==> config.mk <==
export PLATFORM = sky130hd
export DESIGN_NAME = rsm_pattern_table
export DESIGN_NICKNAME = d
export VERILOG_FILES = /design/src/rtl/rsm_pkg.sv /design/src/rtl/rsm_pattern_table.sv
export SDC_FILE = /design/constraint.sdc
export NUM_CORES = 2
export LEC_CHECK = 0
export BUFFER_PORTS_ARGS = -buffer_cell sky130_fd_sc_hd__buf_4
export CORE_AREA = 4 4 582 584
export CTS_CLUSTER_SIZE = 8
export DETAILED_ROUTE_END_ITERATION = 6
export DIE_AREA = 0 0 586 588
export PLACE_DENSITY = 0.68
export SLEW_MARGIN = 25
export SYNTH_ARGS = -nofsm -noshare
export SYNTH_HDL_FRONTEND = slang
export SYNTH_MEMORY_MAX_BITS = 65536
export SYNTH_SLANG_ARGS = --single-unit
==> constraint.sdc <==
create_clock -name i_clk -period 1.7 [get_ports i_clk]
set_input_delay 0.085 -clock i_clk [delete_from_list [all_inputs] [get_ports i_clk]]
set_output_delay 0.085 -clock i_clk [all_outputs]
set_load 0.005 [all_outputs]
==> src/rtl/rsm_pkg.sv <==
package rsm_pkg;

    // Table geometry and field widths.
    localparam int PATTERNS      = 32;
    localparam int MAX_LEN       = 16;
    localparam int POSITION_BITS = 16;
    localparam int SLOT_W        = $clog2(PATTERNS);
    localparam int SYM_W         = $clog2(MAX_LEN);
    localparam int LEN_W         = $clog2(MAX_LEN + 1);
    localparam int CNT_W         = $clog2(PATTERNS + 1);
    localparam int BYTE_W        = 8;

    // Request types.
    localparam logic REQ_PATTERN  = 1'b0;
    localparam logic REQ_SEQUENCE = 1'b1;

    // Configuration register indexes.
    localparam logic CFG_ACTIVE = 1'b0;
    localparam logic CFG_MINLEN = 1'b1;

    // One full pattern row, or one window of bytes; element 0 is the oldest.
    typedef logic [MAX_LEN-1:0][BYTE_W-1:0] t_row;

    // Write port of the pattern table.
    typedef struct packed {
        logic              we;
        logic [SLOT_W-1:0] slot;
        logic [SYM_W-1:0]  pos;
        logic [BYTE_W-1:0] sym;
        logic [LEN_W-1:0]  len;
    } t_tbl_wr;

    // Controls of the sequence window.
    typedef struct packed {
        logic              shift;
        logic [BYTE_W-1:0] data;
        logic              load;
        logic              pop;
    } t_win_ctrl;

    // Sequencer states.
    typedef enum logic [3:0] {
        ST_IDLE = 4'b0001,
        ST_PREP = 4'b0010,
        ST_SCAN = 4'b0100,
        ST_EMIT = 4'b1000
    } t_state;

endpackage

==> src/rtl/rsm_pattern_table.sv <==
module rsm_pattern_table (
    input  logic                       i_clk,
    input  logic                       i_rst_n,
    input  rsm_pkg::t_tbl_wr           i_wr,
    input  logic                       i_rd_en,
    input  logic [rsm_pkg::SLOT_W-1:0] i_rd_slot,
    output rsm_pkg::t_row              o_row,
    output logic [rsm_pkg::LEN_W-1:0]  o_len
);
    import rsm_pkg::*;

    t_row             mem [PATTERNS];
    logic [LEN_W-1:0] r_len [PATTERNS];
    t_row             r_row;
    logic [LEN_W-1:0] r_len_q;
    logic [LEN_W-1:0] wr_len;

    // Lengths above the row size are stored as the row size.
    assign wr_len = (i_wr.len > LEN_W'(MAX_LEN)) ? LEN_W'(MAX_LEN) : i_wr.len;

    // Symbol memory: one byte lane written, one whole row read.
    always_ff @(posedge i_clk) begin
        if (i_wr.we) begin
            mem[i_wr.slot][i_wr.pos] <= i_wr.sym;
        end
        if (i_rd_en) begin
            r_row <= mem[i_rd_slot];
        end
    end

    // Pattern lengths clear to zero, which marks a slot unused.
    always_ff @(posedge i_clk) begin
        if (!i_rst_n) begin
            for (int k = 0; k < PATTERNS; k++) begin
                r_len[k] <= '0;
            end
        end else if (i_wr.we) begin
            r_len[i_wr.slot] <= wr_len;
        end
    end

    // Length read is registered alongside the row.
    always_ff @(posedge i_clk) begin
        if (i_rd_en) begin
            r_len_q <= r_len[i_rd_slot];
        end
    end

    assign o_row = r_row;
    assign o_len = r_len_q;

endmodule

; Word level (Yosys, flattened, before mapping)
; Memory sizes are Yosys's and may differ from the RTL's. A register that Yosys moved wholly into a read port is not among the register bits.
; Cells that the tools add are included.
[totals]
register_bits = 0
mem_bits_rw = 4256
inputBits = 31
out_inout_bits = 133
wordCells = 18
n_memories = 2
[mem_list]
columns = memory, depth, word_bits, read_ports, rd_ports_with_merged_regs, write_ports, line_no
row1 = mem, 32, 128, 1, 1, 1, rsm_pattern_table.sv:12  ; t_row mem [PATTERNS];
row2 = r_len, 32, 5, 1, 1, 32, rsm_pattern_table.sv:13  ; logic [LEN_W-1:0] r_len [PATTERNS];
[op_classes]
order_cmp = 3
muxes = 11
n_reduce_logical = 2
[op_table]
columns = op, n
row1 = $mux 128, 1
row2 = $demux 8 s4, 1
row3 = $mux 5, 3
row4 = $mux 8, 1
row5 = $gt 5x5->1 const B, 1
row6 = $lt 4x5->1 const B, 1
row7 = $mux 1, 5
row8 = $reduce_or 5->1, 1
row9 = $ge 4x1->1 const B, 1
row10 = $logic_and 1x1->1, 1

; Logic depth before layout (Yosys ltp)
[logic_depth]
depth_word = 5
mapped_depth = 9
mapped_depth_nobuf = 4

; Worst setup path after synthesis
; Ideal clock, no wire load.
[synth_timing]
path_kind = input-to-reg
startpoint = input port i_wr[21] (netlist bit)
endpoint = memory mem[12][104] (netlist bit) (enable)
setup_time_ns = 0.370
arrival_time_ns = 1.447
required_ns = 1.330
slack_ns = -0.117
cell_stages = 6
path_buffers = 3
path_cell_list = buf_2 -> and3b_1 -> clkbuf_1 -> nand2_1 -> clkbuf_1 -> nor2_1
[synth_rtl]
columns = element, line_no
row1 = from (decl), rsm_pattern_table.sv:4  ; input rsm_pkg::t_tbl_wr i_wr,
row2 = to (decl), rsm_pattern_table.sv:12
; No word-level cell before the write port.

; Worst setup path in the final report
[layout_timing]
startpoint = register r_row, in the netlist o_row[49], read port of mem
endpoint = output port o_row[49] (netlist bit)
[layout_rtl]
columns = element, line_no
row1 = from (decl), rsm_pattern_table.sv:14  ; t_row r_row;
row2 = to (decl), rsm_pattern_table.sv:7  ; output rsm_pkg::t_row o_row,
; No word-level cell between the ends.

==> impl_metrics.py <==
metrics = {
    "run_status": {
        "outcome": "finished, violations left",
        "violations": "setup timing",
    },
    "global_routing": {
        "grt_pass1_vias": 90800,
        "grt_pass1_wl_um": 656000,
        "overflow": 0,
        "grt_usage_pct": 26.5,
        "grt_max_degree": 105,
        "antenna_found_initial": 36,
    },
    "placed_design": {
        "dpl.hpwl_um": 293000,
        "place_ws_ns": -0.633,
        "place_congestion": 0.866,
        "place_inst": 13100,
        "port_buffers": 163,
    },
    "timing": {
        "worst_slack_ns": -0.174,
        "fin_skew_ns": 0.0465,
        "clock.fmax_mhz": 534,
        "setup_viol": 65,
        "final.min_clock_period_ns": 1.87,
        "finalCritPeriodShare_pct": 110,
        "relSlewSlack_pct": 39.6,
        "hold_viol": 0,
        "rsz0062_at_grt": "yes",
        "worst_pin_slew_ns": 0.903,
        "drv_slew": 0,
    },
    "critical_path": {
        "worst-path-stages": 1,
        "cp.required_ns": 1.62,
        "crit_path_top_delay_cell": "edfxtp_1",
        "cp-start-kind": "flop",
        "worstSetupPathType": "flop to output pin",
        "cp-end-kind": "output pin",
        "critPathMaxFanout": 1,
        "critPathLaunch": "o_row[49]",
        "rr_startpoint": "mem[23][123]",
        "path_buf_inv": 1,
        "critPathMaxStageDelay_ns": 0.56,
        "critPathTopFamily": "flip-flops",
        "worstPathCellList": "buf_6",
        "rr_worst_depth": 3,
        "arrival_ns": 1.79,
    },
    "detailed_routing": {
        "dr.pass1.iters": 6,
        "drtIter0Drc": 12400,
        "post_drt_wl_per_cell_um": 33.0,
        "wirelength_met1_um": 166000,
        "drtAntennaViolNets": 0,
        "dr_wl_met2_um": 219000,
        "drc_errors": 0,
        "viasPerCell": 6.34,
        "wl_met3_um": 52600,
        "highest_layer": "met5",
        "via_count": 87800,
        "routed_wl_um": 457000,
    },
    "logic_synthesis": {
        "ys.flop_type": "edfxtp_1",
        "ys_top_cells_by_area": "edfxtp_1 79%, mux4_2 14%, o22ai_1 1.7%",
        "netlist_instances": 7565,
        "syn_nets": 7596,
        "netlist_area_um2": 166000,
        "yosys_warnings": 0,
        "avgSynthCellArea_um2": 22.0,
        "synth_cell_types": 31,
        "synth_edf_count": 4389,
        "yosysTopAreaCell": "edfxtp_1",
        "ys_seq_area_share_pct": 79.3,
        "netlist_top_cells_count": "4389 x edfxtp_1, 996 x mux4_2, 676 x nor2_1, 464 x o22ai_1, 173 x clkbuf_1",
        "ys_ff_latch": 4389,
        "synthDominantCellAreaShare_pct": 79.3,
        "synth_most_common_cell": "edfxtp_1",
        "async_flop_share_pct": 0,
    },
    "clocking": {
        "htreeDepth": 6,
        "clkSinkCount": 4389,
        "cts_root_buf": "clkbuf_16",
        "clock_latency_ns": 1.04,
        "cts_buffer_depth": 4,
        "tritoncts": "yes",
        "numCtsBuffers": 620,
        "path_clk_slew_ns": 0.05,
    },
    "worst_hold_path": {
        "hold_class": "primary input to flop",
        "hold_path_depth": 5,
        "hp-start": "i_rd_slot[2]",
    },
    "pwr": {
        "irDropWorstVdd_v": 0.00109,
        "leakagePower_nw": 66.6,
        "p_per_area_nw_per_um2": 1190,
    },
    "cells_and_area": {
        "areaGrowthSynthToFinish_pct": 21.9,
        "drive_gt1_share_pct": 36.1,
        "nets": 9414,
        "stdcell_count": 13800,
    },
    "flow_run": {
        "max_cap_violations": 0,
    },
    "floorplanning": {
        "dieArea_um2": 345000,
        "die_w_um": 586,
        "floorplan.initialDensity_pct": 49.9,
        "core-area_um2": 333000,
        "die_y_um": 588,
        "rows": 212,
        "boundaryPins": 164,
    },
}
where the power goes:
part           internal (mW)  leakage, nW  switching (mW)  total (mW)
sequential               120         39.6           0.548         121
clock                   65.2         8.12            43.0         108
combinational           5.17         18.9            6.79        12.0
total                    190         66.6            50.3         241
path summary, 6_finish.rpt:
check / endpoint / slack (ns)
min: o_row[25] / 0.07
max reg2reg: o_row[123] / 0.03
min reg2reg: o_row[58] / 0.78
max: o_row[49] / -0.17
repair_timing:
| item | in CTS | in global routing |
|---|---|---|
| setup endpoints to repair | 126 | 340 |
| pin swaps | 0 | 2 |
| cloned | 0 | 2 |
| endpoints found under the hold margin | 5223 | 0 |
| resized for setup | 110 | 64 |
| setup buffers | 0 | 3 |
| hold buffers | 41 | 0 |
layout make-up:
type	instances	area (µm²)
Clock buffer	635	15800
Fill cell	22300	131000
Clock inverter	52	757
Multi-Input combinational cell	2693	32100
Timing Repair Buffer	1678	16600
Tap cell	4387	5490
Sequential cell	4389	132000
Inverter	1	3.75
Antenna cell	14	35.0
kinds of logic after synthesis:
group,count (synthesis),synth area share (%)
flops,4389,79.3
mux,1132,14.3
simple gates,995,2.58
compound gates,566,2.21
buf+inv,483,1.55
state kept, by name (all words and copies together), names as in the netlist:
| name | flops |
|---|---|
| o_row | 128 |
| o_len | 5 |
| r_len | 160 |
| mem | 4096 |
cells in the final DEF, fill, tap and decap left out, types with 4 or more instances in the layout:
cell type / synthesis / final
o22ai_1: 464 / 455
nor2_2: 1 / 31
a22oi_1: 102 / 102
and3b_1: 5 / 4
inv_16: 0 / 9
nand2_2: 0 / 33
dlygate4sd3_1: 0 / 36
mux4_2: 996 / 996
buf_6: 35 / 120
clkinv_16: 0 / 5
nand3_1: 71 / 69
clkinv_1: 1 / 4
buf_4: 77 / 1242
clkbuf_16: 0 / 633
edfxtp_1: 4389 / 4389
nand4_1: 17 / 17
nor2_1: 676 / 644
nand2_1: 84 / 49
buf_12: 0 / 263
diode_2: 0 / 14
nor2b_1: 7 / 4
mux2i_1: 136 / 136
o22ai_2: 0 / 8
nor4_1: 116 / 115
buf_8: 0 / 10
clkbuf_1: 173 / 4
inv_6: 0 / 18
clkinv_8: 0 / 15
through the flow:
step / power (mW) / area [µm²] / setup TNS, ns / util, % / hold WS, ns
2_1_floorplan: 127 / 166000 / -220.94 / - / 0.184
4_1_cts: 242 / 202000 / -13.53 / 60.7 / 0.00569
3_3_place_gp: 134 / 185000 / -729.89 / 55.5 / 0.480
5_1_grt: 247 / 203000 / -8.51 / 60.8 / 0.0447
6_report: 241 / 203000 / -4.58 / 60.8 / 0.0708
3_5_place_dp: 134 / 185000 / -797.23 / 55.5 / 0.482
layer usage:
metal  vias to the layer above  GRT usage (%)
li1                      35300              -
met4                        24           10.8
met1                     46100           36.2
met3                       916           6.69
met5                         -              0
met2                      5523           41.1
(Power assumes the default switching activity.)
