## src/rtl/rsm_pkg.sv

```systemverilog
package rsm_pkg;

    // Table geometry and field widths.
    localparam int PATTERNS      = 32;
    localparam int MAX_LEN       = 16;
    localparam int POSITION_BITS = 16;
    localparam int SLOT_W        = $clog2(PATTERNS);
    localparam int SYM_W         = $clog2(MAX_LEN);
    localparam int LEN_W         = $clog2(MAX_LEN + 1);
    localparam int CNT_W         = $clog2(PATTERNS + 1);
    localparam int BYTE_W        = 8;

    // Request types.
    localparam logic REQ_PATTERN  = 1'b0;
    localparam logic REQ_SEQUENCE = 1'b1;

    // Configuration register indexes.
    localparam logic CFG_ACTIVE = 1'b0;
    localparam logic CFG_MINLEN = 1'b1;

    // One full pattern row, or one window of bytes; element 0 is the oldest.
    typedef logic [MAX_LEN-1:0][BYTE_W-1:0] t_row;

    // Write port of the pattern table.
    typedef struct packed {
        logic              we;
        logic [SLOT_W-1:0] slot;
        logic [SYM_W-1:0]  pos;
        logic [BYTE_W-1:0] sym;
        logic [LEN_W-1:0]  len;
    } t_tbl_wr;

    // Controls of the sequence window.
    typedef struct packed {
        logic              shift;
        logic [BYTE_W-1:0] data;
        logic              load;
        logic              pop;
    } t_win_ctrl;

    // Sequencer states.
    typedef enum logic [3:0] {
        ST_IDLE = 4'b0001,
        ST_PREP = 4'b0010,
        ST_SCAN = 4'b0100,
        ST_EMIT = 4'b1000
    } t_state;

endpackage

```

## src/rtl/rsm_compare_unit.sv

```systemverilog
module rsm_compare_unit (
    input  rsm_pkg::t_row             i_row,
    input  rsm_pkg::t_row             i_window,
    input  logic [rsm_pkg::LEN_W-1:0] i_len,
    input  logic [rsm_pkg::LEN_W-1:0] i_buffered,
    input  logic [rsm_pkg::LEN_W-1:0] i_min_len,
    output logic                      o_hit
);
    import rsm_pkg::*;

    logic [MAX_LEN-1:0] lane_ok;
    logic               len_ok;

    // Every byte inside the pattern length has to agree.
    always_comb begin
        for (int i = 0; i < MAX_LEN; i++) begin
            lane_ok[i] = (LEN_W'(i) >= i_len) || (i_row[i] == i_window[i]);
        end
    end

    // Empty, too short, or running past the window never matches.
    assign len_ok = (i_len != '0) && (i_len >= i_min_len) && (i_len <= i_buffered);
    assign o_hit  = len_ok && (&lane_ok);

endmodule

```

## config.mk

```make
export PLATFORM = sky130hd
export DESIGN_NAME = rsm_compare_unit
export DESIGN_NICKNAME = d
export VERILOG_FILES = /design/src/rtl/rsm_pkg.sv /design/src/rtl/rsm_compare_unit.sv
export SDC_FILE = /design/constraint.sdc
export NUM_CORES = 1
export LEC_CHECK = 0
export ABC_AREA = 1
export BUFFER_PORTS_ARGS = -buffer_cell sky130_fd_sc_hd__clkbuf_2
export CAP_MARGIN = 10
export CORE_AREA = 2 2 105 107
export DETAILED_ROUTE_END_ITERATION = 16
export DIE_AREA = 0 0 107 109
export PLACE_DENSITY = 0.61
export RECOVER_POWER = 50
export SYNTH_ARGS = -nofsm -noshare
export SYNTH_HDL_FRONTEND = slang
export SYNTH_SLANG_ARGS = --single-unit
```

## constraint.sdc

```tcl
create_clock -name vclk -period 1.3
set_clock_uncertainty 0.1 [all_clocks]
set_input_delay 0.13 -clock vclk [all_inputs]
set_output_delay 0.13 -clock vclk [all_outputs]
set_load 0.03 [all_outputs]
```

# Word-level counts from Yosys, hierarchy flattened
# Cells that the tools add are included.
# op_classes
addsub	0
n_mul	0
div	0
magnitude_cmp	18
n_eq_ne	16
shifts	0
mux	0
n_bitwise	0
n_reduce_logical	21
# ops
operator	n
$eq 8x8->1	16
$ge 4x5->1 const A	8
$ge 3x5->1 const A	4
$logic_or 1x1->1	16
$reduce_and 16->1	1
$ge 1x5->1 const A	2
$ge 2x5->1 const A	2
$ge 5x5->1	1
$le 5x5->1	1
$reduce_bool 5->1	1
$logic_and 1x1->1	3
# word_totals
regBits	0
latchBits	0
ram_bits	0
mem_bits_ro	0
inputBits	271
out_inout_bits	1
n_memories	0

# Depth between registers and ports, before layout
# Gate-level depths: netlist (run 1).
# depth
depth_word	4
mapped_depth	11

# Worst setup path after synthesis (run 1)
# OpenSTA, ideal clock, no wires.
# synth_timing
path_type	input-to-output
start	input i_buffered[4] in the netlist's numbering
end	output o_hit
arrival_ps	1374
t_required_ps	1070
path_slack_ps	-304
cell_stages	9
n_path_buf	0
path_cell_list	inv_1 > ha_1 > a21oi_1 > o21ai_0 > o21ai_0 > nand2_1 > nor2_1 > nand2_1 > nor2_1
# synth_via
elab_chain_len	3
# synth_lines
element	line	source
from (decl)	rsm_compare_unit.sv:5	input logic [rsm_pkg::LEN_W-1:0] i_buffered,
$le 5x5->1	rsm_compare_unit.sv:22	assign len_ok = (i_len != '0) && (i_len >= i_min_len) && (i_len <= i_buffered);
$logic_and 1x1->1	rsm_compare_unit.sv:22	
$logic_and 1x1->1	rsm_compare_unit.sv:23	assign o_hit = len_ok && (&lane_ok);
to (decl)	rsm_compare_unit.sv:7	output logic o_hit
# Every way passes these cells.

# Final worst setup path (run 1)
# layout_timing
start	input i_len[0] in the netlist's numbering
end	output o_hit
# layout_via
elab_chain_len	4
word_cells_on_any_way	39
cone_classes	order compare (18); reduce/logical (21)
# layout_lines
element	line	source
from (decl)	rsm_compare_unit.sv:4	input logic [rsm_pkg::LEN_W-1:0] i_len,
$ge 1x5->1, or another cell as far along	rsm_compare_unit.sv:17	lane_ok[i] = (LEN_W'(i) >= i_len) || (i_row[i] == i_window[i]);
$logic_or 1x1->1 / $logic_and 1x1->1 (equally long branches)	rsm_compare_unit.sv:17, rsm_compare_unit.sv:22	
$reduce_and 16->1 / $logic_and 1x1->1 (equally long branches)	rsm_compare_unit.sv:23, rsm_compare_unit.sv:22	
$logic_and 1x1->1 *	rsm_compare_unit.sv:23	
# Mark *: on every way between the ends. The rest lies on a longest branch, timed or not.

==> impl_metrics.json, run 1 <==
{
  "synth_top_family_by_area": "XOR/XNOR gates",
  "placed_cells": 839,
  "grt_max_degree": 8,
  "crit_chain": "buf_8, inv_4, ha_4, inv_2, nand2_2, a21oi_2, o21bai_1, a21boi_1, nor2_1, nand2_2, nor2_4, buf_8",
  "max_cap_viol_count": 0,
  "post_cts_buffers": 0,
  "period_minus_slack_ns": 1.60,
  "dr.pass1.iters": 4,
  "crit_family": "simple AND/OR/NAND/NOR gates",
  "vias": 3237,
  "maxSlewViolCount": 0,
  "yosysWarnings": 0,
  "synth_mux_area_share_pct": 0,
  "hold_class": "in -> out",
  "placed_cell_area_um2": 3930,
  "grt_first_pass_wirelength_um": 12100,
  "mostFrequentLayoutCell": "clkbuf_2",
  "portBuffers": 272,
  "setup_viol": 1,
  "slowest_stage": "ha_4",
  "nNetsFinal": 982,
  "via_per_inst": 3.86,
  "wire_per_inst_um": 9.56,
  "num_rows": 38,
  "syn_to_final_growth_pct": 78.6,
  "nFillCells": 1231,
  "synthCells": 415,
  "drtIter0Drc": 44,
  "synthAdderAreaFrac_pct": 5.52,
  "nFlopsAndLatches": 0,
  "dpl.hpwl_um": 7890,
  "synthSimpleGateAreaFrac_pct": 38.1,
  "max_stage_delay_ns": 0.24,
  "yosysSeqAreaShare_pct": 0,
  "required_ns": 1.07,
  "netlist_area_um2": 2260,
  "avgSynthCellArea_um2": 5.46,
  "synth_compound_area_share_pct": 4.42,
  "status": "finished with violations",
  "fin_crit_sh_pct": 123,
  "powerDensity_nw_per_um2": 293,
  "rsz0062_at_grt": "yes",
  "cp.arrival_ns": 1.37,
  "diodes": 0,
  "crit_type": "in -> out",
  "die_area_um2": 11700,
  "initial_core_util_pct": 21.4,
  "core_area_um2": 10600,
  "hold_viol": 0,
  "synth_xor_area_share_pct": 42.2,
  "syn_nets": 696,
  "multi_input_area_um2": 2160,
  "total_power_uw": 1180,
  "finalNonFillerCells": 839,
  "antenna_found_initial": 0,
  "tns_ns": -0.305,
  "first_global_vias": 2948,
  "cts_hold_buffers": 0,
  "crit_path_start_kind": "input port",
  "finalWirelength_um": 8020,
  "cp_num_buf_inv": 4,
  "ios": 272,
  "synth.distinct_cells": 21,
  "p_leak_uw": 0.00233,
  "fp.dieW_um": 107,
  "failed_checks": "negative setup slack",
  "seqCellArea_um2": 0,
  "worst_setup_path_end_kind": "primary output",
  "max_freq_mhz": 623,
  "ant_nets": 0,
  "n_clock_buffer": 0,
  "grt_overflow": 0,
  "fp.dieH_um": 109,
  "relSlewSlack_pct": 88.1,
  "grt_use_total_pct": 12.6,
  "design_area_um2": 4040,
  "layout_common_cells": "266 x clkbuf_2, 166 x nand2_1, 108 x xnor2_1",
  "drive_gt1_share_pct": 45.2,
  "crit_path_max_fanout": 2,
  "ir_drop_v": 0.000115,
  "utilization_pct": 38.1,
  "place.gp.congestion": 0.778,
  "setup_ws_ns": -0.305,
  "drcViolationCount": 0,
  "tightest_slew_ns": 0.177
}
-- per-layer routing --
layer  part of all wire [%]  up-vias  global-route usage, %
met4                   0.15        0                  0.278
met1                     39     1304                   14.2
li1                       -     1799                      -
met5                      0        -                      0
met2                     53      132                   26.6
met3                    8.0        2                   1.20
-- where the power goes --
group / leakage, µW / internal (µW) / switching (µW)
registers: 0 / 0 / 0
clock network: 0 / 0 / 0
logic: 0.00233 / 690 / 493
total: 0.00233 / 690 / 493
-- cell type report --
class / instances / share of cell area [%]
Multi-Input combinational cell: 356 / 53.5
Inverter: 59 / 5.54
Timing Repair Buffer: 284 / 36.7
Tap cell: 140 / 4.33
-- synth_stat cells, drive strengths merged --
cell,count,area [µm²]
inv,59,221
a21boi,1,7.51
o211ai,2,15.0
a21oi,6,30.0
nand3,2,15.0
nand2,172,656
nor3,2,10.0
o21bai,1,7.51
a31oi,1,6.26
o21ai,6,33.8
ha,10,125
nor2,44,183
xnor2,109,955
-- logic make-up (layout without fill, tap and decap cells) --
logic type / Yosys count / count (layout)
AND/OR/NAND/NOR: 220 / 220
XOR/XNOR: 109 / 109
buffers and inverters: 59 / 343
AO/OA/AOI/OAI: 17 / 17
adder cells (fa/ha/maj): 10 / 10
-- path summary, 6_finish.rpt --
| path | end | slack [ns] | depth (start not counted) | startpoint |
|---|---|---|---|---|
| max | o_hit | -0.30 | 12 | i_len[0] |
| min | o_hit | 0.83 | 11 | i_row[78] |
-- per-stage QoR --
stage	setup slack, ns	hold WS (ns)
detailed placement	-0.400	0.905
global placement	-0.377	0.905
finish	-0.305	0.831
floorplan	0.00148	0.442
CTS	-0.346	0.898
global route	-0.456	0.915
-- what timing repair did --
item                                    4_1_cts  5_1_grt
pin swaps                                     1       12
gates resized for setup                       4       26
gates cloned                                  0        0
endpoints found under the setup margin        1        1
No activity file was read; power rests on OpenSTA's default activity.
==> run 2: changes to the inputs <==
clock period = 1.61 ns   (was 1.3 ns; I/O delays follow)
==> run 2 against run 1 <==
Setup slack better by 0.29 ns. Routed wire length is 1.8% higher. Sequential share of layout area unchanged. Power is 18% lower. Combinational power shrank 18%. The run still ends with negative setup slack left. Core utilization increased by 0.18 points.
==> impl_metrics.json, run 2 (synthesized netlist as in run 1, its figures left out) <==
{
  "cpMostUsedCell": "nand2_1",
  "grt_use_met3_pct": 1.67,
  "crit_path_max_fanout": 3,
  "ir_drop_v": 0.0000957,
  "placed_cells": 837,
  "failed_checks": "negative setup slack",
  "wire_per_inst_um": 9.76,
  "powerDensity_nw_per_um2": 240,
  "num_rows": 38,
  "switching_share_pct": 42.0,
  "fp.dieW_um": 107,
  "period_minus_slack_ns": 1.62,
  "crit_path_start_kind": "input port",
  "fin_crit_sh_pct": 101,
  "diodes": 0,
  "crit_start": "i_len[0]",
  "tightest_slew_ns": 0.211,
  "post_cts_buffers": 0,
  "die_area_um2": 11700,
  "initial_core_util_pct": 21.4,
  "dpl.hpwl_um": 7720,
  "ios": 272,
  "required_ns": 1.35,
  "max_stage_delay_ns": 0.25,
  "portBuffers": 272,
  "grt_first_pass_wirelength_um": 11900,
  "cts_hold_buffers": 0,
  "grt_use_total_pct": 12.4,
  "p_int_uw": 565,
  "rsz0062_at_grt": "yes",
  "crit_chain": "clkbuf_2, inv_2, ha_4, inv_1, nand2_1, a21oi_1, o21bai_1, a21boi_1, nor2_1, nand2_1, nor2_2, clkbuf_8",
  "core_area_um2": 10600,
  "dr.pass1.iters": 4,
  "ant_nets": 0,
  "max_cap_viol_count": 0,
  "pre_cts_ws_ns": -0.196,
  "hold_class": "in -> out",
  "mostFrequentLayoutCell": "clkbuf_2",
  "slowest_stage": "ha_4",
  "finalWirelength_um": 8170,
  "drcViolationCount": 0,
  "vias": 3227,
  "setup_ws_ns": -0.0148,
  "cp.arrival_ns": 1.36,
  "nFlopsAndLatches": 0,
  "grt_overflow": 0,
  "status": "finished with violations",
  "n_clock_buffer": 0,
  "groute.layer.met1.usage_pct": 14.7,
  "net-switching-power_uw": 409,
  "crit_type": "in -> out",
  "drtIter0Drc": 49,
  "relSlewSlack_pct": 85.8,
  "via_per_inst": 3.86,
  "drive_gt1_share_pct": 45.5,
  "finalNonFillerCells": 837,
  "grt_max_degree": 8,
  "top_usage_layer": "met2",
  "first_global_vias": 2852,
  "syn_to_final_growth_pct": 79.4,
  "worst_setup_path_end_kind": "primary output",
  "layout_common_cells": "267 x clkbuf_2, 167 x nand2_1, 104 x xnor2_1",
  "fp.dieH_um": 109,
  "max_freq_mhz": 615,
  "gr-usage-met2_pct": 24.1,
  "p_leak_uw": 0.00235,
  "comb_power_share_pct": 100.0,
  "setup_viol": 1,
  "nFillCells": 1198,
  "hold_viol": 0,
  "place.gp.congestion": 0.815,
  "multi_input_area_um2": 2180,
  "maxSlewViolCount": 0,
  "nNetsFinal": 980,
  "seq_power_share_pct": 0,
  "hold_path.startpoint": "i_len[4]",
  "antenna_found_initial": 0,
  "p_clk_share_pct": 0,
  "seqCellArea_um2": 0
}
-- run 2: cell count changes in the layout (fill, tap and decap cells not counted), moves of 2 or more --
cell / delta
xnor2_1: -4
nand2_2: -2
nor2_2: +2
ha_1: +2
buf_6: +2
clkbuf_8: +2
buf_4: -4
xnor2_2: +4
ha_4: -2
-- run 2: critical path: cells and delay by family --
kind | cells | cell delay [ns]
buffers and inverters | 4 | 0.35
and+or+nand+nor | 4 | 0.32
AOI/OAI and AO/OA | 3 | 0.28
adders and majority gates | 1 | 0.25
-- run 2: path summary, 6_finish.rpt --
path,end,slack [ns],cells past startpoint
max,o_hit,-0.01,12
min,o_hit,0.88,8
-- run 2: layer usage --
layer	up-vias	routed length, µm
met5	-	0
met2	136	4190
met4	0	91
met3	8	698
met1	1294	3180
li1	1789	-
-- run 2: metrics by stage --
stage	TNS [ns]	instance area, µm²	hold slack (ns)	power (µW)	utilization [%]
3_3_place_gp	-0.162	3880	0.924	912	36.6
5_1_grt	-0.134	4060	0.945	1090	38.3
4_1_cts	-0.0377	3940	0.888	939	37.2
2_1_floorplan	0	2270	0.479	451	-
6_report	-0.0148	4060	0.877	973	38.3
3_5_place_dp	-0.196	3880	0.919	918	36.6
-- run 2: power groups by stage --
stage / Combinational, µW / Sequential [µW] / Clock (µW)
after global placement: 912 / 0 / 0
after floorplan: 451 / 0 / 0
after detailed placement: 918 / 0 / 0
after CTS: 939 / 0 / 0
final: 973 / 0 / 0
after global routing: 1090 / 0 / 0
-- run 2: cell type report --
cell class / instances / share of cell area (%)
multi-input cells: 356 / 53.7
inverters: 59 / 5.51
well taps: 140 / 4.31
repair buffers: 282 / 36.4
-- run 2: timing repair --
action | 4_1_cts | 5_1_grt
endpoints found under the setup margin | 1 | 1
hold endpoints to repair | 0 | 0
pin swaps | 9 | 18
gates resized for setup | 13 | 29
==> run 3: changes to the inputs <==
PLACE_DENSITY = default   (was 0.61)
==> run 3 against run 2 <==
The flow still finishes with violations (negative setup slack). Fmax barely moved. Power fell by 3.2%. Count of clock-buffer cells in the layout did not move. Combinational power fell by 3.2%. Sequential share of layout area did not move. Via count fell by 2.0%. Cell count rose by 0.24%. Non-clock buffer count rose by 2. Sequential cell count did not move. Die area did not move. Cell area fell by 1.6%. Largest cell class unchanged. Largest power group unchanged. Highest routed layer unchanged.
==> impl_metrics.json, run 3 (synthesized netlist as in run 1, its figures left out) <==
{
  "status": "finished with violations",
  "failed_checks": "negative setup slack",
  "place.gp.congestion": 0.786,
  "initial_core_util_pct": 21.4,
  "fp.dieW_um": 107,
  "grt_first_pass_wirelength_um": 11800,
  "max_cap_viol_count": 0,
  "drcViolationCount": 0,
  "hold_class": "in -> out",
  "hold_path.startpoint": "i_len[1]",
  "antenna_found_initial": 0,
  "hold_depth": 8,
  "grt_use_total_pct": 12.3,
  "crit_path_max_fanout": 6,
  "period_minus_slack_ns": 1.63,
  "syn_to_final_growth_pct": 76.6,
  "ant_nets": 0,
  "crit_path_start_kind": "input port",
  "groute.layer.met1.usage_pct": 14.1,
  "powerDensity_nw_per_um2": 236,
  "nNetsFinal": 982,
  "max_freq_mhz": 615,
  "relSlewSlack_pct": 86.4,
  "required_ns": 1.35,
  "nFlopsAndLatches": 0,
  "drtIter0Drc": 53,
  "total_power_uw": 942,
  "dpl.hpwl_um": 7590,
  "finalNonFillerCells": 839,
  "hold_viol": 0,
  "placed_cells": 836,
  "tightest_slew_ns": 0.203,
  "via_per_inst": 3.77,
  "gr-usage-met2_pct": 25.2,
  "seqCellArea_um2": 0,
  "finalWirelength_um": 7930,
  "worst_setup_path_end_kind": "primary output",
  "dr.pass1.iters": 4,
  "rsz0062_at_grt": "yes",
  "grt_overflow": 0,
  "portBuffers": 272,
  "cp.arrival_ns": 1.36,
  "diodes": 0,
  "setup_ws_ns": -0.0154,
  "ir_drop_v": 0.0000900,
  "crit_type": "in -> out",
  "wire_per_inst_um": 9.45,
  "num_rows": 38,
  "vias": 3164,
  "hold_path_end": "o_hit",
  "layout_common_cells": "267 x clkbuf_2, 168 x nand2_1, 109 x xnor2_1",
  "grt_max_degree": 7,
  "cts_hold_buffers": 0,
  "setup_viol": 1,
  "drive_gt1_share_pct": 43.8,
  "die_area_um2": 11700,
  "ios": 272,
  "fp.dieH_um": 109,
  "maxSlewViolCount": 0,
  "first_global_vias": 2810,
  "p_leak_uw": 0.00232,
  "core_area_um2": 10600,
  "top_usage_layer": "met2",
  "fin_crit_sh_pct": 101,
  "grt_use_met3_pct": 1.85,
  "mostFrequentLayoutCell": "clkbuf_2",
  "n_clock_buffer": 0
}
[run 3: stage by stage]
stage / setup WS, ns / util [%] / TNS (ns) / area (µm²) / hold WS, ns
after floorplan: 0.0630 / - / 0 / 2270 / 0.479
after global placement: -0.203 / 36.5 / -0.203 / 3870 / 0.954
after detailed placement: -0.176 / 36.5 / -0.176 / 3870 / 0.948
after CTS: -0.0163 / 37.3 / -0.0163 / 3950 / 0.913
after global routing: -0.124 / 37.7 / -0.124 / 4000 / 0.934
final: -0.0154 / 37.7 / -0.0154 / 4000 / 0.886
[run 3: how the worst max path moves through the flow]
stage | startpoint | end | slack [ns] | cells after the start
finish | i_len[4] | o_hit | -0.02 | 11
global route | i_buffered[3] | o_hit | -0.12 | 12
CTS | i_len[4] | o_hit | -0.02 | 11
detailed placement | i_len[2] | o_hit | -0.18 | 10
global placement | i_len[2] | o_hit | -0.20 | 10
floorplan | i_buffered[4] | o_hit | 0.06 | 9
[run 3: power by group]
group,internal (µW),switching [µW],leakage [µW]
registers,0,0,0
logic,552,390,0.00232
clock network,0,0,0
total,552,390,0.00232
[run 3: final cells by class]
type	count	area, µm²
multi-input cells	356	2110
well taps	140	175
repair buffers	284	1490
fillers	1192	6600
inverters	59	224
[run 3: critical path, stage by stage]
cell and delay (ns):
clkbuf_8 0.12, buf_6 0.13, nor2_4 0.16, buf_4 0.14, o211ai_1 0.09, nand2_1 0.08
nand2_1 0.05, nor2_1 0.10, nand2_1 0.06, nor2_2 0.13, buf_8 0.14
[run 3: timing repair]
item / in CTS / in global routing
buffers inserted: 3 / 0
setup endpoints to repair: 1 / 1
gates resized for setup: 14 / 14
pin swaps: 8 / 11
[run 3: routing by layer]
layer,vias to the layer above,part of all wire [%]
li1,1794,-
met1,1237,39
met2,129,52
met3,4,8.4
met4,0,0.91
met5,-,0
