===== src/rtl/rsm_pkg.sv =====
package rsm_pkg;

    // Table geometry and field widths.
    localparam int PATTERNS      = 32;
    localparam int MAX_LEN       = 16;
    localparam int POSITION_BITS = 16;
    localparam int SLOT_W        = $clog2(PATTERNS);
    localparam int SYM_W         = $clog2(MAX_LEN);
    localparam int LEN_W         = $clog2(MAX_LEN + 1);
    localparam int CNT_W         = $clog2(PATTERNS + 1);
    localparam int BYTE_W        = 8;

    // Request types.
    localparam logic REQ_PATTERN  = 1'b0;
    localparam logic REQ_SEQUENCE = 1'b1;

    // Configuration register indexes.
    localparam logic CFG_ACTIVE = 1'b0;
    localparam logic CFG_MINLEN = 1'b1;

    // One full pattern row, or one window of bytes; element 0 is the oldest.
    typedef logic [MAX_LEN-1:0][BYTE_W-1:0] t_row;

    // Write port of the pattern table.
    typedef struct packed {
        logic              we;
        logic [SLOT_W-1:0] slot;
        logic [SYM_W-1:0]  pos;
        logic [BYTE_W-1:0] sym;
        logic [LEN_W-1:0]  len;
    } t_tbl_wr;

    // Controls of the sequence window.
    typedef struct packed {
        logic              shift;
        logic [BYTE_W-1:0] data;
        logic              load;
        logic              pop;
    } t_win_ctrl;

    // Sequencer states.
    typedef enum logic [3:0] {
        ST_IDLE = 4'b0001,
        ST_PREP = 4'b0010,
        ST_SCAN = 4'b0100,
        ST_EMIT = 4'b1000
    } t_state;

endpackage


===== src/rtl/rsm_window.sv =====
module rsm_window (
    input  logic                      i_clk,
    input  logic                      i_rst_n,
    input  rsm_pkg::t_win_ctrl        i_ctrl,
    output logic [rsm_pkg::LEN_W-1:0] o_buffered,
    output rsm_pkg::t_row             o_aligned
);
    import rsm_pkg::*;

    t_row             r_recent;
    t_row             r_aligned;
    logic [LEN_W-1:0] r_buffered;
    logic [LEN_W-1:0] base;
    logic [SYM_W+2:0] shamt;

    // Newest byte enters at the top, the oldest falls out at element 0.
    always_ff @(posedge i_clk) begin
        if (i_ctrl.shift) begin
            r_recent <= {i_ctrl.data, r_recent[MAX_LEN-1:1]};
        end
    end

    // Count of bytes whose start position is not yet reported.
    always_ff @(posedge i_clk) begin
        if (!i_rst_n) begin
            r_buffered <= '0;
        end else if (i_ctrl.shift) begin
            if (r_buffered < LEN_W'(MAX_LEN)) begin
                r_buffered <= r_buffered + LEN_W'(1);
            end
        end else if (i_ctrl.pop) begin
            r_buffered <= r_buffered - LEN_W'(1);
        end
    end

    // Align the oldest pending byte to element 0 once per start position.
    assign base  = LEN_W'(MAX_LEN) - r_buffered;
    assign shamt = {base[SYM_W-1:0], 3'b000};

    always_ff @(posedge i_clk) begin
        if (i_ctrl.load) begin
            r_aligned <= r_recent >> shamt;
        end
    end

    assign o_buffered = r_buffered;
    assign o_aligned  = r_aligned;

endmodule


===== config.mk =====
export PLATFORM = sky130hd
export DESIGN_NAME = rsm_window
export DESIGN_NICKNAME = d
export VERILOG_FILES = /design/src/rtl/rsm_pkg.sv /design/src/rtl/rsm_window.sv
export SDC_FILE = /design/constraint.sdc
export NUM_CORES = 1
export LEC_CHECK = 0
export ABC_CLOCK_PERIOD_IN_PS = 3000
export BUFFER_PORTS_ARGS = -buffer_cell sky130_fd_sc_hd__buf_2
export CORE_ASPECT_RATIO = 0.6
export CORE_MARGIN = 2
export CORE_UTILIZATION = 30
export DETAILED_ROUTE_END_ITERATION = 10
export GPL_TIMING_DRIVEN = 0
export PLACE_DENSITY = 0.57
export SLEW_MARGIN = 20
export SYNTH_ARGS = -nofsm -noshare
export SYNTH_HDL_FRONTEND = slang
export SYNTH_SLANG_ARGS = --single-unit

===== constraint.sdc =====
create_clock -name i_clk -period 3 [get_ports i_clk]
set_input_delay 0.6 -clock i_clk [delete_from_list [all_inputs] [get_ports i_clk]]
set_output_delay 0.6 -clock i_clk [all_outputs]
set_load 0.01 [all_outputs]

# Word level (Yosys, flattened, before mapping)

Index checks and enable logic that the tools add are counted.

Flip-flop bits (word level): 261
Bits in latches: 0
Memory bits (writable): 0
Bits in read-only memories: 0
Input port bits: 13
Logic and storage cells: 44
Memories kept: 0

$add $sub $neg: 3
Multiply operators: 0
Divide/modulo/power cells: 0
Order comparisons: 1
Eq/ne operators: 1
Shifts and indexed selects: 1
Muxes and demuxes: 3
Bitwise operators: 0
Reductions and logical operators: 2

Operators by type and width:

| kind                  | number |
|---|---|
| $shr A128 B7 Y128     | 1 |
| $mux W5               | 3 |
| $add A5 B1 Y5 const B | 1 |
| $lt A5 B5 Y1 const B  | 1 |
| $sub A5 B1 Y5 const B | 1 |
| $sub A1 B4 Y4 const A | 1 |
| $ne A2 B1 Y1 const B  | 1 |
| $reduce_and A2 Y1     | 1 |
| $reduce_bool A2 Y1    | 1 |

# Logic depth before layout (Yosys ltp)

Gate-level depths: netlist of the first run.

Word-level depth: 3
Gate-level depth with buffers: 12
Depth with buffers taken out: 6

# Worst setup path before layout of the first run

Ideal clock, no wire load.

Kind: reg-to-reg
Start point: register r_buffered[0] (netlist: o_buffered[0])
End point: register r_aligned (netlist bit o_aligned[36]), data pin
Library setup time: 0.256 ns
Data arrival time: 2.524 ns
Required time: 2.744 ns
Slack: 0.220 ns
Stages on the path, launching flop included: 12
Buffers on the path: 5
Clock period less this slack: 2.780 ns
Cells stage by stage: dfxtp_1 -> buf_6 -> buf_12 -> buf_6 -> inv_2 -> buf_6 -> ha_1 -> buf_2 -> mux4_2 -> nand2_1 -> a21oi_1 -> a31o_2

Word-level cells in the longest chain between the ends: 2

RTL lines:

| element                | RTL line         | text |
|---|---|---|
| start, declared        | rsm_window.sv:12 | `logic [LEN_W-1:0] r_buffered;` |
| start signal, assigned | rsm_window.sv:29 | `r_buffered <= r_buffered + LEN_W'(1);` |
| start signal, assigned | rsm_window.sv:32 | `r_buffered <= r_buffered - LEN_W'(1);` |
| $sub A1 B4 Y4          | rsm_window.sv:37 | `assign base = LEN_W'(MAX_LEN) - r_buffered;` |
| $shr A128 B7 Y128      | rsm_window.sv:42 | `r_aligned <= r_recent >> shamt;` |
| end signal, assigned   | rsm_window.sv:42 |  |
| end, declared          | rsm_window.sv:11 | `t_row r_aligned;` |

Every way passes these cells.
A chain may end at the register's enable or synchronous reset.

# Worst setup path after layout of the first run

Same ends and word-level chain as after synthesis.

==> metrics.csv, run 1 <==
stage;metric;value;unit
outcome;outcome;finished clean;
place;hpwlAfterDp;34.0;mm
synthesis;synth-simple-area-share;9.37;%
place;io_buffers;145;
power;ir_worst_vdd;0.396;mV
cts;cts_tree;built;
die;initial_core_util;30.2;%
synthesis;yosys.area_share.xor_xnor;0.721;%
timing;rsz0062_at_grt;yes;
place;gp_congestion;0.970;
timing;setup_violations;0;
cts;clock_sinks;261;
cells_and_area;nFillCells;4169;
cells_and_area;drive_gt1_share;35.5;%
routing;detail-route-antenna-nets;0;
synthesis;ys_seq_area_share;59.8;%
synthesis;synth_area_leaders;edfxtp_1 59%, mux4_2 15%, mux2i_1 5.2%, nand2_1 3.6%, a21oi_1 2.5%;
timing;slew_violations;0;
routing;wl_met3;7.45;mm
timing;fin_ws;42.1;ps
synthesis;synth_seq_cells;261;
setup_path;end_kind;flip-flop;
cells_and_area;syn_to_final_growth;22.6;%
setup_path;required;3290;ps
global_route;grt_overflow_total;0;
setup_path;path_max_fanout;10;
routing;drt_pre_antenna_iters;5;
routing;avgViaCountPerCell;5.59;
synthesis;synth_compound_area_share;5.85;%
timing;skew;21.2;ps
routing;drt_wl_total;45.7;mm
setup_path;crit_path_top_delay_cell;dfxtp_1;
cts;ctsRootBufferMaster;clkbuf_16;
setup_path;cp_top_family;buffers and inverters;
global_route;grt_max_degree;94;
place;place_inst;1619;
routing;wl_met1;19.9;mm
routing;remaining_drc_errors;0;
cts;numCtsBuffers;25;
synthesis;synth_area_per_cell;14.6;µm²
synthesis;synth_top_cell_by_area;edfxtp_1;
timing;relSlewSlack;24.9;%
synthesis;synth-edff-count;256;
global_route;grt_pass1_wl;64.0;mm
synthesis;async_flop_share;0;%
die;rows;59;
die;die_h;165;µm
timing;hold_viol_final;0;
run;drv_cap;0;
cts;insertion_delay;560;ps
routing;top_layer;met5;
die;core_area;43100;µm²
global_route;grt_usage;19.9;%
hold_path;hp-class;in2reg;
global_route;antenna_found_initial;4;
die;die_w;273;µm
timing;tightest_slew;1130;ps
cells_and_area;instances_no_fill;1677;
synthesis;synthMuxAreaShare;20.3;%
routing;wl_per_cell;27.2;µm
place;post-place-ws;-998;ps
die;ioPinCount;146;
die;die-area;45100;µm²
timing;fmax;0.338;GHz
routing;wl_met2;17.3;mm
global_route;grt_pass1_vias;8797;
timing;layout_min_cycle_time;2960;ps
setup_path;cpMostUsedCell;buf_12;
cts;cts_htree_levels;1;
routing;num_vias;9381;
synthesis;syn-instance-count;893;
synthesis;synth_fa_ha_area_share;0.538;%
synthesis;syn-num-nets;911;
synthesis;netlist_area;13000;µm²
cells_and_area;seq_area;7790;µm²
power;power_density;970;nW/µm²
setup_path;path_class;reg2reg;
synthesis;yosys_warnings;0;
setup_path;path_cells;buf_6 > buf_12 > buf_12 > inv_4 > buf_12 > ha_4 > buf_8 > buf_16 > mux2i_4 > mux2i_4 > a31o_2;
cts;hold_buffers;0;
cells_and_area;final_nets;1096;
setup_path;worst_ep_arrival_time;3240;ps
setup_path;start_kind;flip-flop;
cts;cts-root-to-sink-buffers;3;
cells_and_area;multi_input_comb_area;5180;µm²
synthesis;yosysTopAreaCellShare;59.0;%
cts;path_clk_slew;60;ps
synthesis;synthFlopType;edfxtp_1;
routing;drt-initial-drc-count;1283;
setup_path;cp_num_buf_inv;7;
synthesis;synth_top_family_by_area;multiplexers;
power;p_leak;0.00585;µW
synthesis;yosysUniqueCellTypes;50;
setup_path;critPathMaxStageDelay;350;ps
timing;fin_crit_sh;98.6;%
==> layout by cell type (no fill, tap or decap), types with 4 or more instances in the layout <==
cell type | netlist | layout
mux2i_2 | 0 | 7
nor3_1 | 16 | 16
mux2i_1 | 67 | 47
o21ai_0 | 15 | 14
clkbuf_1 | 21 | 14
dfxtp_1 | 5 | 5
mux2i_4 | 0 | 13
a31oi_1 | 22 | 21
nor2_1 | 24 | 24
and3_1 | 40 | 40
buf_2 | 27 | 157
mux4_2 | 86 | 86
and2_1 | 9 | 9
edfxtp_1 | 256 | 256
o21ai_1 | 3 | 4
o2bb2ai_4 | 0 | 5
buf_1 | 5 | 5
a21oi_1 | 65 | 59
nor2b_1 | 19 | 19
a21oi_2 | 1 | 6
clkbuf_2 | 1 | 8
buf_4 | 10 | 22
clkinv_2 | 0 | 7
diode_2 | 0 | 4
or4_1 | 8 | 8
buf_6 | 5 | 6
clkbuf_16 | 0 | 25
buf_12 | 2 | 8
buf_8 | 1 | 6
nand2_1 | 126 | 126
inv_1 | 4 | 4
nand3_1 | 9 | 9
a31o_2 | 5 | 5
==> flip-flops by register name, summed over array words and instances (netlist names) <==
register    cells
r_recent      128
o_aligned     128
o_buffered      5
==> worst reg2reg max path: stages, from the launching register on <==
cell	delay (ps)
dfxtp_1	350
buf_6	160
buf_12	110
buf_12	140
inv_4	110
buf_12	160
ha_4	340
buf_8	200
buf_16	220
mux2i_4	360
mux2i_4	200
a31o_2	330
==> through the flow <==
| stage | util (%) | TNS, ps | hold WS, ps | total power (µW) | area [µm²] |
|---|---|---|---|---|---|
| final | 37.0 | 0 | 218 | 15500 | 16000 |
| after global routing | 37.0 | -10.1 | 200 | 16100 | 16000 |
| after CTS | 36.8 | 0 | 209 | 15200 | 15800 |
| after detailed placement | 33.7 | -72970 | 456 | 11600 | 14500 |
| after global placement | 33.6 | -147850 | 444 | 11600 | 14500 |
| after floorplan | - | 0 | 439 | 8880 | 13000 |
==> cell families (layout without fill, tap and decap cells) <==
kind of cell             after synthesis  after routing
flip-flops                           261            261
AND/OR/NAND/NOR                      256            256
multiplexers                         155            155
AO/OA/AOI/OAI                        130            130
buffers and inverters                 77            278
XOR/XNOR                               9              9
adder cells (fa/ha/maj)                5              5
other                                  0              4
==> repair_timing <==
action / 4_1_cts / 5_1_grt
buffers inserted: 8 / 3
hold endpoints to repair: 0 / 0
pin swaps: 3 / 1
gates resized for setup: 91 / 21
setup endpoints to repair: 128 / 69
==> path summary, 6_finish.rpt <==
| path | slack (ps) | depth (start not counted) | to | from |
|---|---|---|---|---|
| setup / recovery | 40 | 11 | o_aligned[36] | o_buffered[0] |
| hold / removal | 220 | 1 | r_recent[124] | i_ctrl[6] |
| setup reg to reg | 40 | 11 | o_aligned[36] | o_buffered[0] |
| hold reg to reg | 470 | 0 | r_recent[7] | r_recent[15] |
==> routing by layer <==
| layer | vias up | track usage, % |
|---|---|---|
| met2 | 624 | 25.0 |
| li1 | 3887 | - |
| met3 | 67 | 11.0 |
| met4 | 6 | 3.38 |
| met5 | - | 2.30 |
| met1 | 4797 | 29.3 |
==> cells in the mapped netlist (all sizes together) (9+ instances only) <==
cell    count
edfxtp    256
nand2     126
mux4       87
mux2i      67
a21oi      66
buf        50
and3       40
nor2       25
a31oi      22
clkbuf     22
nor2b      19
nor3       18
o21ai      18
and2        9
nand3       9
==> final cells by class <==
| cell class | count | area share (%) |
|---|---|---|
| diodes | 4 | 0.0627 |
| clock inverters | 17 | 0.917 |
| clock buffers | 26 | 3.94 |
| flip-flops and latches | 261 | 48.8 |
| well taps | 579 | 4.54 |
| repair buffers | 158 | 5.66 |
| inverters | 5 | 0.133 |
| multi-input cells | 555 | 32.4 |
| plain buffers | 72 | 3.56 |
==> power breakdown <==
part           switching (µW)  internal, µW
sequential                319          5010
combinational            4480          2530
clock                    1440          1700
Note: power is estimated with default switching activity, not from simulation.
==> inputs of run 2 (changes only) <==
--- a/config.mk
+++ b/config.mk
@@ -9,10 +9,10 @@
 export BUFFER_PORTS_ARGS = -buffer_cell sky130_fd_sc_hd__buf_2
 export CORE_ASPECT_RATIO = 0.6
 export CORE_MARGIN = 2
-export CORE_UTILIZATION = 30
+export CORE_UTILIZATION = 56
 export DETAILED_ROUTE_END_ITERATION = 10
 export GPL_TIMING_DRIVEN = 0
-export PLACE_DENSITY = 0.57
+export PLACE_DENSITY = 0.88
 export SLEW_MARGIN = 20
 export SYNTH_ARGS = -nofsm -noshare
 export SYNTH_HDL_FRONTEND = slang
==> run 2 against run 1 <==
  * The run now ends with setup timing left
  * Largest power group unchanged
  * Register-to-register slack got worse by 80 ps
  * Hold slack improved by 24 ps
  * Combinational power fell by 2%
==> metrics.csv, run 2 (synthesis gave the netlist of run 1 again) <==
stage;metric;value;unit
setup_path;cp_num_buf_inv;7;
cts;insertion_delay;540;ps
routing;num_vias;9827;
timing;fin_ws;-40.1;ps
place;hpwlAfterDp;29.4;mm
cells_and_area;final_cell_mix;256 x edfxtp_1, 158 x buf_2, 126 x nand2_1;
cts;ctsRootBufferMaster;clkbuf_16;
setup_path;start_kind;flip-flop;
setup_path;cp_top_family;buffers and inverters;
setup_path;end_kind;flip-flop;
cts;cts_tree;built;
setup_path;crit_start;o_buffered[0];
routing;drt_wl_total;41.8;mm
timing;layout_min_cycle_time;3040;ps
timing;skew;15.1;ps
cells_and_area;nFillCells;1498;
setup_path;crit_cells;12;
routing;drt-initial-drc-count;1989;
cts;cts-root-to-sink-buffers;3;
setup_path;path_class;reg2reg;
place;io_buffers;145;
setup_path;crit_path_end;o_aligned[50];
setup_path;rr_startpoint;o_buffered[0];
setup_path;path_cells;buf_6 > buf_12 > buf_12 > inv_4 > buf_12 > ha_4 > buf_12 > buf_4 > mux2i_1 > mux2i_1 > mux2i_1 > o21ai_0;
global_route;grt_max_degree;95;
cells_and_area;final_nets;1096;
timing;setup_violations;10;
routing;remaining_drc_errors;0;
routing;wl_per_cell;29.6;µm
routing;avgViaCountPerCell;6.96;
timing;slew_violations;0;
cts;path_clk_slew;70;ps
die;die_w;201;µm
cells_and_area;antenna-diode-count;0;
timing;relSlewSlack;34.0;%
timing;tightest_slew;990;ps
power;ir_worst_vdd;0.600;mV
setup_path;required;3350;ps
die;rows;43;
power;p_leak;0.00590;µW
routing;detail-route-antenna-nets;0;
timing;hold_viol_final;0;
setup_path;r2r_end;o_aligned[50];
cells_and_area;design_area;15700;µm²
die;ioPinCount;146;
cells_and_area;instances_no_fill;1411;
hold_path;hp-class;in2reg;
die;die-area;24500;µm²
setup_path;crit_path_top_delay_cell;mux2i_1;
setup_path;path_max_fanout;11;
global_route;grt_pass1_wl;59.3;mm
place;gp_congestion;1.03;
cells_and_area;drive_gt1_share;35.1;%
setup_path;r2r_slack;-40;ps
setup_path;r2r_cells;12;
global_route;antenna_found_initial;2;
timing;fin_crit_sh;101;%
routing;drt_pre_antenna_iters;8;
global_route;grt_pass1_vias;8935;
cells_and_area;syn_to_final_growth;20.7;%
die;initial_core_util;56.7;%
setup_path;worst_ep_arrival_time;3390;ps
global_route;grt_usage;33.5;%
timing;fmax;0.329;GHz
cells_and_area;fin_util;68.4;%
global_route;grt_overflow_total;0;
cts;clock_sinks;261;
cts;numCtsBuffers;24;
power;power_density;999;nW/µm²
outcome;outcome;finished with violations;
place;place_inst;1355;
cts;cts_htree_levels;1;
outcome;violations;setup timing;
setup_path;critPathMaxStageDelay;370;ps
die;die_h;122;µm
run;drv_cap;0;
die;core_area;23000;µm²
setup_path;cpMostUsedCell;buf_12;
place;post_dp_cell_area;14200;µm²
cells_and_area;final_common_cell;edfxtp_1;
==> run 2: cell types whose count changed in the layout (fill, tap and decap cells not counted), sizes merged <==
cell      before  now
buf          207  206
bufinv         2    7
clkbuf        49   53
clkinv        11    6
clkinvlp       3    1
diode          4    0
inv            6    7
==> run 2: per-layer routing <==
metal / track usage, % / wire length, µm
met2: 45.1 / 16500
met1: 46.8 / 15100
met3: 17.5 / 8130
met4: 10.3 / 1910
met5: 3.37 / 126
==> run 2: what timing repair did <==
action | 4_1_cts | 5_1_grt
resized for setup | 70 | 34
cloned | 0 | 1
setup endpoints to repair | 128 | 111
buffers inserted | 6 | 5
endpoints found under the hold margin | 0 | 0
hold buffers | 0 | 0
pin swaps | 5 | 2
==> run 2: cell type report <==
cell class	instances	area (µm²)	area share, %
well taps	315	394	2.51
inverters	5	21.3	0.135
multi-input cells	555	5120	32.6
clock inverters	16	259	1.65
plain buffers	72	566	3.60
flip-flops and latches	261	7790	49.6
repair buffers	159	930	5.92
clock buffers	28	637	4.05
==> run 2: worst min-delay path by stage <==
stage,startpoint,end,cells after the start
global route,i_ctrl[5],r_recent[123],1
CTS,i_ctrl[9],r_recent[127],1
global placement,r_recent[15],r_recent[7],0
detailed placement,r_recent[15],r_recent[7],0
floorplan,r_recent[9],r_recent[1],0
finish,i_ctrl[4],r_recent[122],1
==> run 2: stage by stage <==
step / setup WS (ps) / power [µW] / hold WS [ps] / setup TNS [ps]
floorplan: 220 / 8880 / 439 / 0
global placement: -1530 / 11100 / 444 / -79900
detailed placement: -665 / 11300 / 465 / -47290
CTS: 23.3 / 15100 / 239 / 0
global route: -47.7 / 16100 / 242 / -538
finish: -40.1 / 15700 / 242 / -125
==> run 2: power breakdown <==
part	internal, µW	total [µW]	switching (µW)	leakage [µW]
combinational	2530	6860	4330	0.00288
sequential	5010	5330	315	0.00259
clock	2130	3510	1380	0.000432
==> inputs of run 3 (changes only) <==
--- a/config.mk
+++ b/config.mk
@@ -6,13 +6,14 @@
 export NUM_CORES = 1
 export LEC_CHECK = 0
 export ABC_CLOCK_PERIOD_IN_PS = 3000
-export BUFFER_PORTS_ARGS = -buffer_cell sky130_fd_sc_hd__buf_2
 export CORE_ASPECT_RATIO = 0.6
 export CORE_MARGIN = 2
 export CORE_UTILIZATION = 56
+export CTS_CLUSTER_DIAMETER = 60
 export DETAILED_ROUTE_END_ITERATION = 10
+export DONT_BUFFER_PORTS = 1
 export GPL_TIMING_DRIVEN = 0
-export PLACE_DENSITY = 0.88
+export PLACE_DENSITY = 0.82
 export SLEW_MARGIN = 20
 export SYNTH_ARGS = -nofsm -noshare
 export SYNTH_HDL_FRONTEND = slang
==> run 3 against run 2 <==
  * The run still ends with setup timing left
  * Critical path depth unchanged
  * Cell area is 5.6% lower
  * Clock-buffer cell count unchanged
  * Final cell count down 11%
  * First-iteration DRC count shrank 20%
  * Via count fell by 8.5%
  * Global-route usage decreased by 0.93 points
  * Largest power group unchanged
==> metrics.csv, run 3 (synthesis gave the netlist of run 1 again) <==
stage;metric;value;unit
power;p_leak;0.00524;µW
outcome;outcome;finished with violations;
global_route;grt_max_degree;134;
setup_path;worst_ep_arrival_time;3240;ps
timing;fin_crit_sh;100;%
cts;clock_sinks;261;
routing;drt_pre_antenna_iters;6;
timing;tightest_slew;1000;ps
cells_and_area;final_nets;948;
timing;hold_viol_final;0;
die;initial_core_util;56.7;%
timing;layout_min_cycle_time;3010;ps
die;die_h;122;µm
cts;insertion_delay;540;ps
routing;detail-route-antenna-nets;0;
power;clockPowerShare;22.0;%
cells_and_area;instances_no_fill;1262;
timing;setup_violations;3;
power;pwr-share-seq;38.7;%
power;p_switching;5800;µW
timing;relSlewSlack;33.1;%
cts;hold_buffers;0;
global_route;grt_pass1_vias;8282;
die;die_w;201;µm
setup_path;end_kind;flip-flop;
cts;numCtsBuffers;24;
power;ir_worst_vdd;0.678;mV
die;core_area;23000;µm²
cells_and_area;nFillCells;1616;
global_route;grt_overflow_total;0;
cts;cts_tree;built;
global_route;antenna_found_initial;1;
cells_and_area;syn_to_final_growth;13.9;%
routing;drt-initial-drc-count;1599;
cells_and_area;antenna-diode-count;0;
power;p_comb_share;39.3;%
timing;setup_tns;-33.3;ps
place;place_inst;1208;
power;sw_frac_of_total;39.0;%
power;power_density;1000;nW/µm²
timing;fin_ws;-14.7;ps
cts;cts_htree_levels;1;
die;ioPinCount;146;
setup_path;path_class;reg2reg;
die;die-area;24500;µm²
hold_path;hp-class;in2reg;
place;io_buffers;0;
timing;fmax;0.332;GHz
routing;avgViaCountPerCell;7.12;
global_route;grt_usage;32.6;%
cts;path_clk_slew;70;ps
die;rows;43;
power;intPower;9050;µW
setup_path;required;3220;ps
routing;wl_per_cell;32.0;µm
place;post-place-ws;-687;ps
cells_and_area;final_cell_mix;256 x edfxtp_1, 126 x nand2_1, 86 x mux4_2;
cells_and_area;drive_gt1_share;24.8;%
place;hpwlAfterDp;28.7;mm
timing;slew_violations;0;
routing;drt_wl_total;40.3;mm
outcome;violations;setup timing;
run;drv_cap;0;
power;total_power;14800;µW
cells_and_area;final_common_cell;edfxtp_1;
cts;ctsRootBufferMaster;clkbuf_16;
setup_path;start_kind;flip-flop;
global_route;grt_pass1_wl;56.8;mm
cts;cts-root-to-sink-buffers;3;
routing;num_vias;8989;
routing;remaining_drc_errors;0;
setup_path;path_max_fanout;11;
timing;skew;14.1;ps
place;gp_congestion;1.02;
-- run 3: path summary, 6_finish.rpt --
| kind | startpoint | slack, ps | endpoint | depth (start not counted) |
|---|---|---|---|---|
| worst max-delay path | o_buffered[0] | -10 | o_aligned[60] | 12 |
| worst min register to register | r_recent[9] | 470 | r_recent[1] | 0 |
| worst max register to register | o_buffered[0] | -10 | o_aligned[60] | 12 |
| worst min-delay path | i_ctrl[2] | 150 | r_recent[120] | 0 |
-- run 3: routing by layer --
metal / global-route usage, % / up-vias / part of all wire (%)
li1: - / 3580 / -
met3: 18.2 / 107 / 19
met5: 3.17 / - / 0.29
met4: 7.45 / 4 / 3.0
met2: 42.5 / 825 / 40
met1: 46.8 / 4473 / 38
-- run 3: critical path, stage by stage (launching register included) --
cell and delay [ps]:
dfxtp_1 350, buf_6 160, buf_12 170, buf_12 130, inv_4 80, buf_8 200
ha_4 360, buf_8 210, buf_12 180, mux2i_2 310, mux2i_1 200, mux2i_1 180
o21ai_0 150
-- run 3: cell type report --
type | count | area, µm² | share of cell area [%]
Clock inverter | 15 | 186 | 1.26
Timing Repair Buffer | 11 | 113 | 0.759
Sequential cell | 261 | 7790 | 52.5
Clock buffer | 28 | 637 | 4.30
Multi-Input combinational cell | 555 | 5110 | 34.5
Tap cell | 315 | 394 | 2.66
Inverter | 5 | 21.3 | 0.143
Buffer | 72 | 573 | 3.86
-- run 3: through the flow --
step | hold WS, ps | util [%] | instance area (µm²)
floorplan | 439 | - | 13000
global placement | 444 | 58.4 | 13400
detailed placement | 456 | 58.4 | 13400
CTS | 142 | 63.6 | 14600
global route | 144 | 64.5 | 14800
finish | 151 | 64.5 | 14800
-- run 3: repair_timing --
item                       in CTS  in global routing
setup endpoints to repair     128                 89
gates resized for setup        76                 25
pin swaps                       2                  3
cloned                          0                  1
buffers inserted                4                  6
-- run 3: power groups by stage --
stage | Clock, µW | Sequential [µW] | Combinational (µW)
3_5_place_dp | 0 | 5810 | 5010
5_1_grt | 3420 | 5800 | 6020
6_report | 3270 | 5740 | 5840
4_1_cts | 3270 | 5750 | 5320
3_3_place_gp | 0 | 5790 | 4920
2_1_floorplan | 0 | 5630 | 3260
